<file path="config.mk">
export PLATFORM = sky130hd
export DESIGN_NAME = flat_json_object_tokenizer_unit
export DESIGN_NICKNAME = d
export VERILOG_FILES = /design/src/rtl/core/jft_pkg.sv /design/src/rtl/core/jft_step.sv /design/src/rtl/core/flat_json_object_tokenizer_unit.sv
export SDC_FILE = /design/constraint.sdc
export NUM_CORES = 1
export LEC_CHECK = 0
export BUFFER_PORTS_ARGS = -buffer_cell sky130_fd_sc_hd__buf_4
export CAP_MARGIN = 40
export CORE_UTILIZATION = 50
export DETAILED_ROUTE_END_ITERATION = 10
export PLACE_DENSITY = 0.68
export SKIP_LAST_GASP = 1
export SLEW_MARGIN = 25
export SYNTH_ARGS = -nofsm -noshare
export SYNTH_HDL_FRONTEND = slang
export SYNTH_SLANG_ARGS = --single-unit
</file>
<file path="constraint.sdc">
create_clock -name clk -period 6.5 [get_ports clk]
set_input_delay 0.65 -clock clk [delete_from_list [all_inputs] [get_ports clk]]
set_output_delay 0.65 -clock clk [all_outputs]
set_load 0.05 [all_outputs]
</file>
<file path="src/rtl/core/jft_pkg.sv">
// ----------------------------------------------------------------------------
// jft_pkg
// Shared types, codes and helper functions for the flat JSON object
// tokenizer: parse states, result kinds, error codes and state records.
// ----------------------------------------------------------------------------
package jft_pkg;

    // Characters that drive the parser.
    localparam logic [7:0] CH_LBRACE = 8'h7B;  // open brace
    localparam logic [7:0] CH_RBRACE = 8'h7D;  // close brace
    localparam logic [7:0] CH_QUOTE  = 8'h22;  // double quote
    localparam logic [7:0] CH_COLON  = 8'h3A;
    localparam logic [7:0] CH_COMMA  = 8'h2C;
    localparam logic [7:0] CH_EQUALS = 8'h3D;  // base64 padding
    localparam logic [7:0] CH_ZERO   = 8'h30;
    localparam logic [7:0] CH_NINE   = 8'h39;

    localparam logic [15:0] VALUE_COUNT_MAX = 16'hFFFF;

    // Configuration register indexes.
    typedef enum logic [1:0] {
        REG_FIELD_LIMIT     = 2'd0,
        REG_VALUE_LIMIT     = 2'd1,
        REG_DATA_FIELD_NAME = 2'd2,
        REG_UNUSED          = 2'd3
    } cfg_index_t;

    localparam logic [7:0]  FIELD_LIMIT_RESET     = 8'd32;
    localparam logic [11:0] VALUE_LIMIT_RESET     = 12'd256;
    localparam logic [31:0] DATA_FIELD_NAME_RESET = 32'h64617461;

    typedef enum logic [2:0] {
        ST_IDLE      = 3'd0,
        ST_EXP_FIELD = 3'd1,
        ST_IN_FIELD  = 3'd2,
        ST_EXP_COLON = 3'd3,
        ST_EXP_VALUE = 3'd4,
        ST_IN_STRING = 3'd5,
        ST_IN_NUMBER = 3'd6,
        ST_EXP_COMMA = 3'd7
    } parse_state_t;

    typedef enum logic [2:0] {
        KIND_STRUCT     = 3'd0,
        KIND_NAME_CHAR  = 3'd1,
        KIND_VALUE_CHAR = 3'd2,
        KIND_FIELD_END  = 3'd3,
        KIND_OBJ_END    = 3'd4,
        KIND_ERROR      = 3'd5,
        KIND_DISCARD    = 3'd6
    } kind_t;

    typedef enum logic [1:0] {
        ERR_NONE      = 2'd0,
        ERR_SYNTAX    = 2'd1,
        ERR_NAME_LONG = 2'd2,
        ERR_VALUE_LONG = 2'd3
    } err_code_t;

    typedef struct packed {
        logic [7:0]  field_limit;
        logic [11:0] value_limit;
        logic [31:0] data_field_name;
    } jft_cfg_t;

    typedef struct packed {
        parse_state_t parse_state;
        logic [7:0]   name_count;
        logic [15:0]  value_count;
        logic [31:0]  name_head;
        logic [15:0]  last_two_bytes;
        logic         discarding;
    } jft_state_t;

    localparam jft_state_t STATE_RESET = '{
        parse_state:    ST_IDLE,
        name_count:     8'd0,
        value_count:    16'd0,
        name_head:      32'd0,
        last_two_bytes: 16'd0,
        discarding:     1'b0
    };

    typedef struct packed {
        kind_t       kind;
        logic [7:0]  out_byte;
        logic        is_string;
        logic        is_data;
        logic [7:0]  name_length;
        logic [15:0] value_length;
        logic [15:0] decoded_size;
        logic        object_done;
        err_code_t   error_code;
    } jft_result_t;

    function automatic logic is_decimal_char(input logic [7:0] c);
        return c inside {[CH_ZERO:CH_NINE]};
    endfunction

    // True when the name seen so far is a prefix of the data field name.
    // An empty name matches; a name of more than four characters never does.
    function automatic logic prefix_match(input logic [7:0]  name_count,
                                          input logic [31:0] name_head,
                                          input logic [31:0] data_name);
        logic m;
        case (name_count)
            8'd0:    m = 1'b1;
            8'd1:    m = (name_head[31:24] == data_name[31:24]);
            8'd2:    m = (name_head[31:16] == data_name[31:16]);
            8'd3:    m = (name_head[31:8] == data_name[31:8]);
            8'd4:    m = (name_head == data_name);
            default: m = 1'b0;
        endcase
        return m;
    endfunction

endpackage

</file>
<file path="src/rtl/core/jft_step.sv">
// ----------------------------------------------------------------------------
// jft_step
// Next-state and result logic for one byte: parse state transitions,
// length checks, name prefix tracking and base64 size derivation.
// ----------------------------------------------------------------------------
module jft_step (
    input  jft_pkg::jft_cfg_t    cfg,
    input  jft_pkg::jft_state_t  cur,
    input  logic [7:0]           in_byte,
    input  logic                 chunk_start,
    output jft_pkg::jft_state_t  nxt,
    output jft_pkg::jft_result_t res
);
    import jft_pkg::*;

    logic        match_cur;
    logic [13:0] quarter;
    logic [15:0] dec_base;
    logic [15:0] dec_one;
    logic [15:0] dec_size;
    logic        name_full;
    logic        value_full;
    logic [15:0] last_two_shift;
    err_code_t   err;

    assign match_cur  = prefix_match(cur.name_count, cur.name_head, cfg.data_field_name);
    assign name_full  = (cur.name_count >= cfg.field_limit);
    assign value_full = (cur.value_count >= {4'd0, cfg.value_limit});
    assign last_two_shift = {cur.last_two_bytes[7:0], in_byte};

    // Decoded size is three bytes per four characters, less the padding.
    assign quarter  = cur.value_count[15:2];
    assign dec_base = {1'b0, quarter, 1'b0} + {2'b00, quarter};

    always_comb
    begin
        dec_one  = dec_base;
        dec_size = dec_base;
        if (cur.value_count > 16'd2)
        begin
            if (cur.last_two_bytes[7:0] == CH_EQUALS && dec_base != 16'd0)
                dec_one = dec_base - 16'd1;
            dec_size = dec_one;
            if (cur.last_two_bytes[15:8] == CH_EQUALS && dec_one != 16'd0)
                dec_size = dec_one - 16'd1;
        end
    end

    always_comb
    begin
        nxt = cur;
        err = ERR_NONE;
        res.kind         = KIND_STRUCT;
        res.out_byte     = 8'd0;
        res.is_string    = 1'b0;
        res.decoded_size = 16'd0;
        res.object_done  = 1'b0;

        if (chunk_start)
            nxt.discarding = 1'b0;

        if (nxt.discarding)
        begin
            res.kind = KIND_DISCARD;
        end
        else
        begin
            case (cur.parse_state)
                ST_IDLE:
                begin
                    if (in_byte != CH_LBRACE)
                        err = ERR_SYNTAX;
                    else
                        nxt.parse_state = ST_EXP_FIELD;
                end
                ST_EXP_FIELD:
                begin
                    if (in_byte != CH_QUOTE)
                        err = ERR_SYNTAX;
                    else
                    begin
                        nxt.parse_state = ST_IN_FIELD;
                        nxt.name_count  = 8'd0;
                        nxt.name_head   = 32'd0;
                    end
                end
                ST_IN_FIELD:
                begin
                    if (in_byte == CH_QUOTE)
                        nxt.parse_state = ST_EXP_COLON;
                    else if (name_full)
                        err = ERR_NAME_LONG;
                    else
                    begin
                        case (cur.name_count)
                            8'd0:    nxt.name_head[31:24] = in_byte;
                            8'd1:    nxt.name_head[23:16] = in_byte;
                            8'd2:    nxt.name_head[15:8]  = in_byte;
                            8'd3:    nxt.name_head[7:0]   = in_byte;
                            default: nxt.name_head = cur.name_head;
                        endcase
                        nxt.name_count = cur.name_count + 8'd1;
                        res.kind       = KIND_NAME_CHAR;
                        res.out_byte   = in_byte;
                    end
                end
                ST_EXP_COLON:
                begin
                    if (in_byte != CH_COLON)
                        err = ERR_SYNTAX;
                    else
                    begin
                        nxt.parse_state = ST_EXP_VALUE;
                        nxt.value_count = 16'd0;
                    end
                end
                ST_EXP_VALUE:
                begin
                    if (in_byte == CH_QUOTE)
                        nxt.parse_state = ST_IN_STRING;
                    else if (!is_decimal_char(in_byte))
                        err = ERR_SYNTAX;
                    else
                    begin
                        // The first digit is stored without a limit check.
                        nxt.parse_state = ST_IN_NUMBER;
                        if (cur.value_count != VALUE_COUNT_MAX)
                            nxt.value_count = cur.value_count + 16'd1;
                        res.kind     = KIND_VALUE_CHAR;
                        res.out_byte = in_byte;
                    end
                end
                ST_IN_STRING:
                begin
                    if (in_byte == CH_QUOTE)
                    begin
                        res.kind        = KIND_FIELD_END;
                        res.is_string   = 1'b1;
                        if (match_cur)
                            res.decoded_size = dec_size;
                        nxt.parse_state = ST_EXP_COMMA;
                    end
                    else if (value_full)
                    begin
                        // Only the data field may overflow: bytes are counted only.
                        if (match_cur && cur.name_count == 8'd4)
                        begin
                            if (cur.value_count != VALUE_COUNT_MAX)
                                nxt.value_count = cur.value_count + 16'd1;
                            nxt.last_two_bytes = last_two_shift;
                        end
                        else
                            err = ERR_VALUE_LONG;
                    end
                    else
                    begin
                        nxt.value_count    = cur.value_count + 16'd1;
                        nxt.last_two_bytes = last_two_shift;
                        res.kind      = KIND_VALUE_CHAR;
                        res.out_byte  = in_byte;
                        res.is_string = 1'b1;
                    end
                end
                ST_IN_NUMBER:
                begin
                    if (in_byte == CH_RBRACE)
                    begin
                        res.kind        = KIND_FIELD_END;
                        res.object_done = 1'b1;
                        nxt.parse_state = ST_IDLE;
                        nxt.discarding  = 1'b1;
                    end
                    else if (in_byte == CH_COMMA)
                    begin
                        res.kind        = KIND_FIELD_END;
                        nxt.parse_state = ST_EXP_FIELD;
                    end
                    else if (!is_decimal_char(in_byte))
                        err = ERR_SYNTAX;
                    else if (value_full)
                        err = ERR_VALUE_LONG;
                    else
                    begin
                        nxt.value_count = cur.value_count + 16'd1;
                        res.kind     = KIND_VALUE_CHAR;
                        res.out_byte = in_byte;
                    end
                end
                ST_EXP_COMMA:
                begin
                    if (in_byte == CH_RBRACE)
                    begin
                        res.kind        = KIND_OBJ_END;
                        nxt.parse_state = ST_IDLE;
                        nxt.discarding  = 1'b1;
                    end
                    else if (in_byte != CH_COMMA)
                        err = ERR_SYNTAX;
                    else
                        nxt.parse_state = ST_EXP_FIELD;
                end
                default:
                begin
                    err = ERR_SYNTAX;
                end
            endcase

            // An error leaves the parse state alone and drops the rest of the chunk.
            if (err != ERR_NONE)
            begin
                res.kind       = KIND_ERROR;
                res.out_byte   = 8'd0;
                res.is_string  = 1'b0;
                nxt.discarding = 1'b1;
            end
        end

        res.error_code   = err;
        res.is_data      = prefix_match(nxt.name_count, nxt.name_head, cfg.data_field_name);
        res.name_length  = nxt.name_count;
        res.value_length = nxt.value_count;
    end

endmodule

</file>
<file path="src/rtl/core/flat_json_object_tokenizer_unit.sv">
// ----------------------------------------------------------------------------
// flat_json_object_tokenizer_unit
// Byte-at-a-time tokenizer for flat JSON objects, one result item per byte.
// ----------------------------------------------------------------------------
//
//  Channel   Direction  Payload                               Handshake
//  -------   ---------  ------------------------------------  ------------------
//  s_axis    in         tdata: in_byte, tuser: chunk_start    tvalid / tready
//  m_axis    out        tdata: result fields, tuser: kind      tvalid / tready
//  cfg       in         cfg_index, cfg_data                   cfg_valid/cfg_ready
//
//  Every accepted byte produces exactly one result item, passing through the
//  input register and then the result register. When the output side is not
//  stalled, a new byte can be taken in every cycle; the rate is set by the state
//  update between the two registers, carrying the parse state from byte to byte.
//  A stall on m_axis holds the result register; one more byte may then wait in
//  the input register before s_axis_tready drops.
//  Reset (rst_n low, asynchronous) puts the parser in the idle state, clears
//  all counters and restores the configuration defaults. cfg_ready is always
//  high; configuration writes are expected only while the unit is idle.
//
module flat_json_object_tokenizer_unit (
    input  logic        clk,
    input  logic        rst_n,

    input  logic        s_axis_tvalid,
    output logic        s_axis_tready,
    input  logic [7:0]  s_axis_tdata,   // [7:0] in_byte
    input  logic [0:0]  s_axis_tuser,   // [0] chunk_start

    output logic        m_axis_tvalid,
    input  logic        m_axis_tready,
    // [7:0] out_byte, [8] is_string, [9] is_data, [17:10] name_length,
    // [33:18] value_length, [49:34] decoded_size, [50] object_done,
    // [52:51] error_code, [55:53] zero
    output logic [55:0] m_axis_tdata,
    output logic [2:0]  m_axis_tuser,   // [2:0] kind

    input  logic        cfg_valid,
    output logic        cfg_ready,
    input  logic [1:0]  cfg_index,
    input  logic [31:0] cfg_data
);
    import jft_pkg::*;

    // Configuration registers.
    jft_cfg_t    cfg_reg;

    // Input register stage.
    logic        in_valid_reg;
    logic [7:0]  in_byte_reg;
    logic        in_start_reg;

    // Parser state carried from byte to byte.
    jft_state_t  state_reg;
    jft_state_t  state_next;

    // Result register stage.
    logic        out_valid_reg;
    jft_result_t result_reg;
    jft_result_t result_next;

    logic        advance;
    logic        in_accept;

    assign cfg_ready = 1'b1;

    always_ff @(posedge clk or negedge rst_n)
    begin
        if (!rst_n)
        begin
            cfg_reg.field_limit     <= FIELD_LIMIT_RESET;
            cfg_reg.value_limit     <= VALUE_LIMIT_RESET;
            cfg_reg.data_field_name <= DATA_FIELD_NAME_RESET;
        end
        else if (cfg_valid && cfg_ready)
        begin
            case (cfg_index_t'(cfg_index))
                REG_FIELD_LIMIT:     cfg_reg.field_limit     <= cfg_data[7:0];
                REG_VALUE_LIMIT:     cfg_reg.value_limit     <= cfg_data[11:0];
                REG_DATA_FIELD_NAME: cfg_reg.data_field_name <= cfg_data;
                default:             cfg_reg <= cfg_reg;
            endcase
        end
    end

    // The byte in the input register moves on whenever the result register
    // is free or is being emptied in this cycle.
    assign advance       = in_valid_reg && (!out_valid_reg || m_axis_tready);
    assign s_axis_tready = !in_valid_reg || advance;
    assign in_accept     = s_axis_tvalid && s_axis_tready;

    always_ff @(posedge clk or negedge rst_n)
    begin
        if (!rst_n)
            in_valid_reg <= 1'b0;
        else if (s_axis_tready)
            in_valid_reg <= s_axis_tvalid;
    end

    always_ff @(posedge clk)
    begin
        if (in_accept)
        begin
            in_byte_reg  <= s_axis_tdata;
            in_start_reg <= s_axis_tuser[0];
        end
    end

    jft_step u_step (
        .cfg         (cfg_reg),
        .cur         (state_reg),
        .in_byte     (in_byte_reg),
        .chunk_start (in_start_reg),
        .nxt         (state_next),
        .res         (result_next)
    );

    always_ff @(posedge clk or negedge rst_n)
    begin
        if (!rst_n)
            state_reg <= STATE_RESET;
        else if (advance)
            state_reg <= state_next;
    end

    always_ff @(posedge clk or negedge rst_n)
    begin
        if (!rst_n)
            out_valid_reg <= 1'b0;
        else if (advance)
            out_valid_reg <= 1'b1;
        else if (m_axis_tready)
            out_valid_reg <= 1'b0;
    end

    always_ff @(posedge clk)
    begin
        if (advance)
            result_reg <= result_next;
    end

    assign m_axis_tvalid = out_valid_reg;
    assign m_axis_tuser  = result_reg.kind;
    assign m_axis_tdata  = {3'b000,
                            result_reg.error_code,
                            result_reg.object_done,
                            result_reg.decoded_size,
                            result_reg.value_length,
                            result_reg.name_length,
                            result_reg.is_data,
                            result_reg.is_string,
                            result_reg.out_byte};

`ifndef ASSERT_OFF
    // An error result carries a code, and only an error result does.
    assert property (@(posedge clk) disable iff (!rst_n)
        m_axis_tvalid |-> ((m_axis_tuser == KIND_ERROR) == (m_axis_tdata[52:51] != ERR_NONE)))
        else $error("error kind and error code disagree");

    // After an error or an object end, the parser is in discard mode.
    assert property (@(posedge clk) disable iff (!rst_n)
        (advance && (result_next.kind == KIND_ERROR || result_next.kind == KIND_OBJ_END
                     || result_next.object_done))
        |=> state_reg.discarding)
        else $error("discard mode not entered");

    // Input backpressure only comes from a stalled, full pipeline.
    assert property (@(posedge clk) disable iff (!rst_n)
        !s_axis_tready |-> (in_valid_reg && m_axis_tvalid && !m_axis_tready))
        else $error("input stalled without cause");

    // A closing field end returns the parser to idle.
    assert property (@(posedge clk) disable iff (!rst_n)
        (advance && result_next.object_done) |=> (state_reg.parse_state == ST_IDLE))
        else $error("object close did not return to idle");
`endif

endmodule
</file>
==> results.md <==
- Status: complete, no violations
- Clock sink count: 195
- FF+latch area: 5220 um^2
- Core Region: 27100 um^2
- Fin crit share: 0.870
- Power per Cell Area: 205 nW/um^2
- Mapped Avg Cell Area: 8.81 um^2
- Hold Fails Final Rpt: 0
- Syn Inst Count: 1573
- Reg2reg start: state_reg[52]$_DFFE_PN0P_
- Worst-margin pin slew: 876 ps
- Post-CTS Resized: 0
- CTS tree: done
- GP Congestion: 0.967
- Flop2flop setup slack: 840 ps
- First DRT Iteration DRCs: 1561
- CP Max Fanout: 9
- CP cell instances: ha_1 > inv_1 > fa_1 > xor2_1 > nand3_1 > o31ai_2 > and2_2 > nand3_2 > nor4_1 > nor3_1 > xnor2_1 > ha_1 > inv_1 > a311oi_1 > nand4_1 > o31a_1 > xnor2_1 > or3_1 > a21oi_1
- Slew headroom: 0.413
- CTS root buf: clkbuf_16
- Worst R2R End: m_axis_tdata[34]$_SDFFCE_PP0P_
- HPWL after DPL: 32500 um
- Sequential share of the synthesized area: 0.377
- Die width: 168 um
- Clk buf depth: 2
- Initial antenna violation count: 0
- Floorplan row count: 60
- WL met1: 18700 um
- # IOs: 110
- DRC viols: 0
- Top FF cell, synth: dfrtp_1
- Total track usage: 0.316
- Max reg flops: 76
- Mapped cell area: 13900 um^2
- CP Capture Type: flop
- Via count: 13234
- Met3 routed WL: 3730 um
- Syn. warnings: 0
- Multi-input logic area: 8000 um^2
- Share of cells above drive strength 1: 0.167
- RSZ-0062 raised after global routing: false
- Pin count of the biggest net entering global routing: 67
- Synthesized flop and latch total: 195
- PortBufs: 105
- CTS clk-pin slew, worst paths: 90 ps
- IR drop worst, VDD: 0.000183 V
- Post-synth EDFFs: 65
- R2R depth: 19
- Clk Latency, worst-skew pair: 460 ps
- Met2 WL: 20600 um
- Vias in the first global route: 12445
- # H-tree levels: 4
- MaxCap Viol Count: 0
- Kind of critical path: reg -> reg
- Worst Skew: 19.9 ps
- Fill cells: 2445
- Req. time, crit path: 6800 ps
- Antenna Nets Post-Route: 0
- Crit-path slowest cell: nor4_1
- Total CTS buffers: 17
- Max layer used: met4
- Area Overhead vs Synth: 13.2%
- Hold crit path type: in -> async
- Final wirelength: 44700 um
- Netlist cell types: 92
- Tmin final: 5660 ps
- Max-slew violation count: 0
- Initial core utilization: 0.511
- Crit path arrival time: 5960 ps
- CTS Hold Bufs: 0
- Fin nets: 1750
- Drt first pass iters: 5
- Setup TNS: 0 ps
- Final setup violation count: 0
- Post-CTS Setup Bufs: 0
- Ant diodes: 0
- GRT overflow: 0
- Die height: 168 um
- First-pass GRT wire length: 69900 um
- FMAX: 0.177 GHz
- Wire length per cell: 22.0 um
- Worst stage delay on the critical path: 530 ps
- Die ar.: 28400 um^2
- Utilization after layout: 0.579
- Pleak: 6.49 nW
- Via-to-Cell Ratio: 6.52
- Critical path startpoint category: flop
- Fraction of registers with async set/reset: 0.667
## worst max-delay path: cells and delay by family, from the launching register on
family | cells | cell delay [ps]
compound gates | 4 | 1250
xor+xnor | 3 | 730
fa+ha+maj | 3 | 950
buf+inv | 2 | 120
flops | 1 | 520
simple gates | 7 | 1960
## synth_stat cells (all sizes together) (14+ instances only)
cell type | count | share of area
inv | 83 | 0.022
a211oi | 15 | 0.0090
edfxtp | 65 | 0.14
a31oi | 36 | 0.016
a21o | 27 | 0.015
o22ai | 19 | 0.0086
dfrtp | 115 | 0.21
o21ai | 131 | 0.048
xnor2 | 27 | 0.017
xor2 | 15 | 0.010
nor3 | 46 | 0.017
and3 | 24 | 0.011
and2 | 17 | 0.0078
nand2b | 25 | 0.011
o31ai | 18 | 0.010
nor4 | 25 | 0.011
nor2 | 103 | 0.028
nand4 | 24 | 0.011
o211ai | 18 | 0.0098
clkbuf | 68 | 0.018
nand2 | 155 | 0.042
a21oi | 86 | 0.031
dfstp | 15 | 0.028
nand3 | 46 | 0.017
buf | 16 | 0.0063
or3 | 14 | 0.0063
ha | 55 | 0.050
mux2 | 61 | 0.050
## cell type report
cell class              instances  share of cell area
multi-input cells            1213               0.510
flip-flops and latches        195               0.333
repair buffers                136              0.0664
well taps                     372              0.0297
clock buffers                  17              0.0271
inverters                      83              0.0199
clock inverters                15              0.0140
## metal layers
metal / vias up / global-route usage
met1: 6365 / 0.422
met5: - / 0
li1: 6036 / -
met3: 138 / 0.0510
met4: 0 / 0.126
met2: 695 / 0.515
## per-stage QoR
stage	std cells	hold WS, ps	area, um^2	worst slack, ps	total power [mW]
3_5_place_dp	1997	497	15000	955	2.03
2_1_floorplan	1575	354	13900	1670	1.83
3_3_place_gp	1994	479	15000	1090	2.02
5_1_grt	2031	247	15700	362	3.32
6_report	2031	192	15700	842	3.21
4_1_cts	2029	216	15700	906	3.22
## cell families (layout without fill, tap and decap cells)
kind of cell	Yosys count	in the layout	share of synthesized area
compound gates	510	510	0.251
xor+xnor	42	42	0.0271
fa+ha+maj	56	56	0.0511
buf+inv	167	251	0.0472
flops	195	195	0.377
mux	69	69	0.0553
other cells	2	4	0.000542
simple gates	532	532	0.191
## worst max-delay path by stage
stage	from	end	cells after the start
floorplan	state_reg[53]$_DFFE_PN0P_	m_axis_tdata[46]$_SDFFCE_PP0P_	19
global placement	state_reg[52]$_DFFE_PN0P_	m_axis_tdata[41]$_SDFFCE_PP0P_	19
detailed placement	state_reg[52]$_DFFE_PN0P_	m_axis_tdata[41]$_SDFFCE_PP0P_	19
CTS	state_reg[53]$_DFFE_PN0P_	m_axis_tdata[34]$_SDFFCE_PP0P_	18
global route	state_reg[52]$_DFFE_PN0P_	m_axis_tdata[34]$_SDFFCE_PP0P_	19
finish	state_reg[52]$_DFFE_PN0P_	m_axis_tdata[34]$_SDFFCE_PP0P_	19
## cells in the final DEF (no fill, tap or decap), drive strengths merged, types with 19 or more instances in the layout
cell type,synthesis,routed
nor3,46,46
a31oi,36,36
dfrtp,115,115
and3,24,24
nor4,25,25
edfxtp,65,65
a21oi,86,86
mux2,61,61
nor2,103,103
nand2b,25,25
nand3,46,46
inv,83,92
nand4,24,24
o22ai,19,19
ha,55,55
a21o,27,27
o21ai,131,131
nand2,155,155
xnor2,27,27
buf,16,135
## power by group
group | switching, mW | internal, mW
logic | 0.337 | 0.209
clock network | 0.612 | 0.575
registers | 0.100 | 1.38
Note: power is estimated with default switching activity, not from simulation.
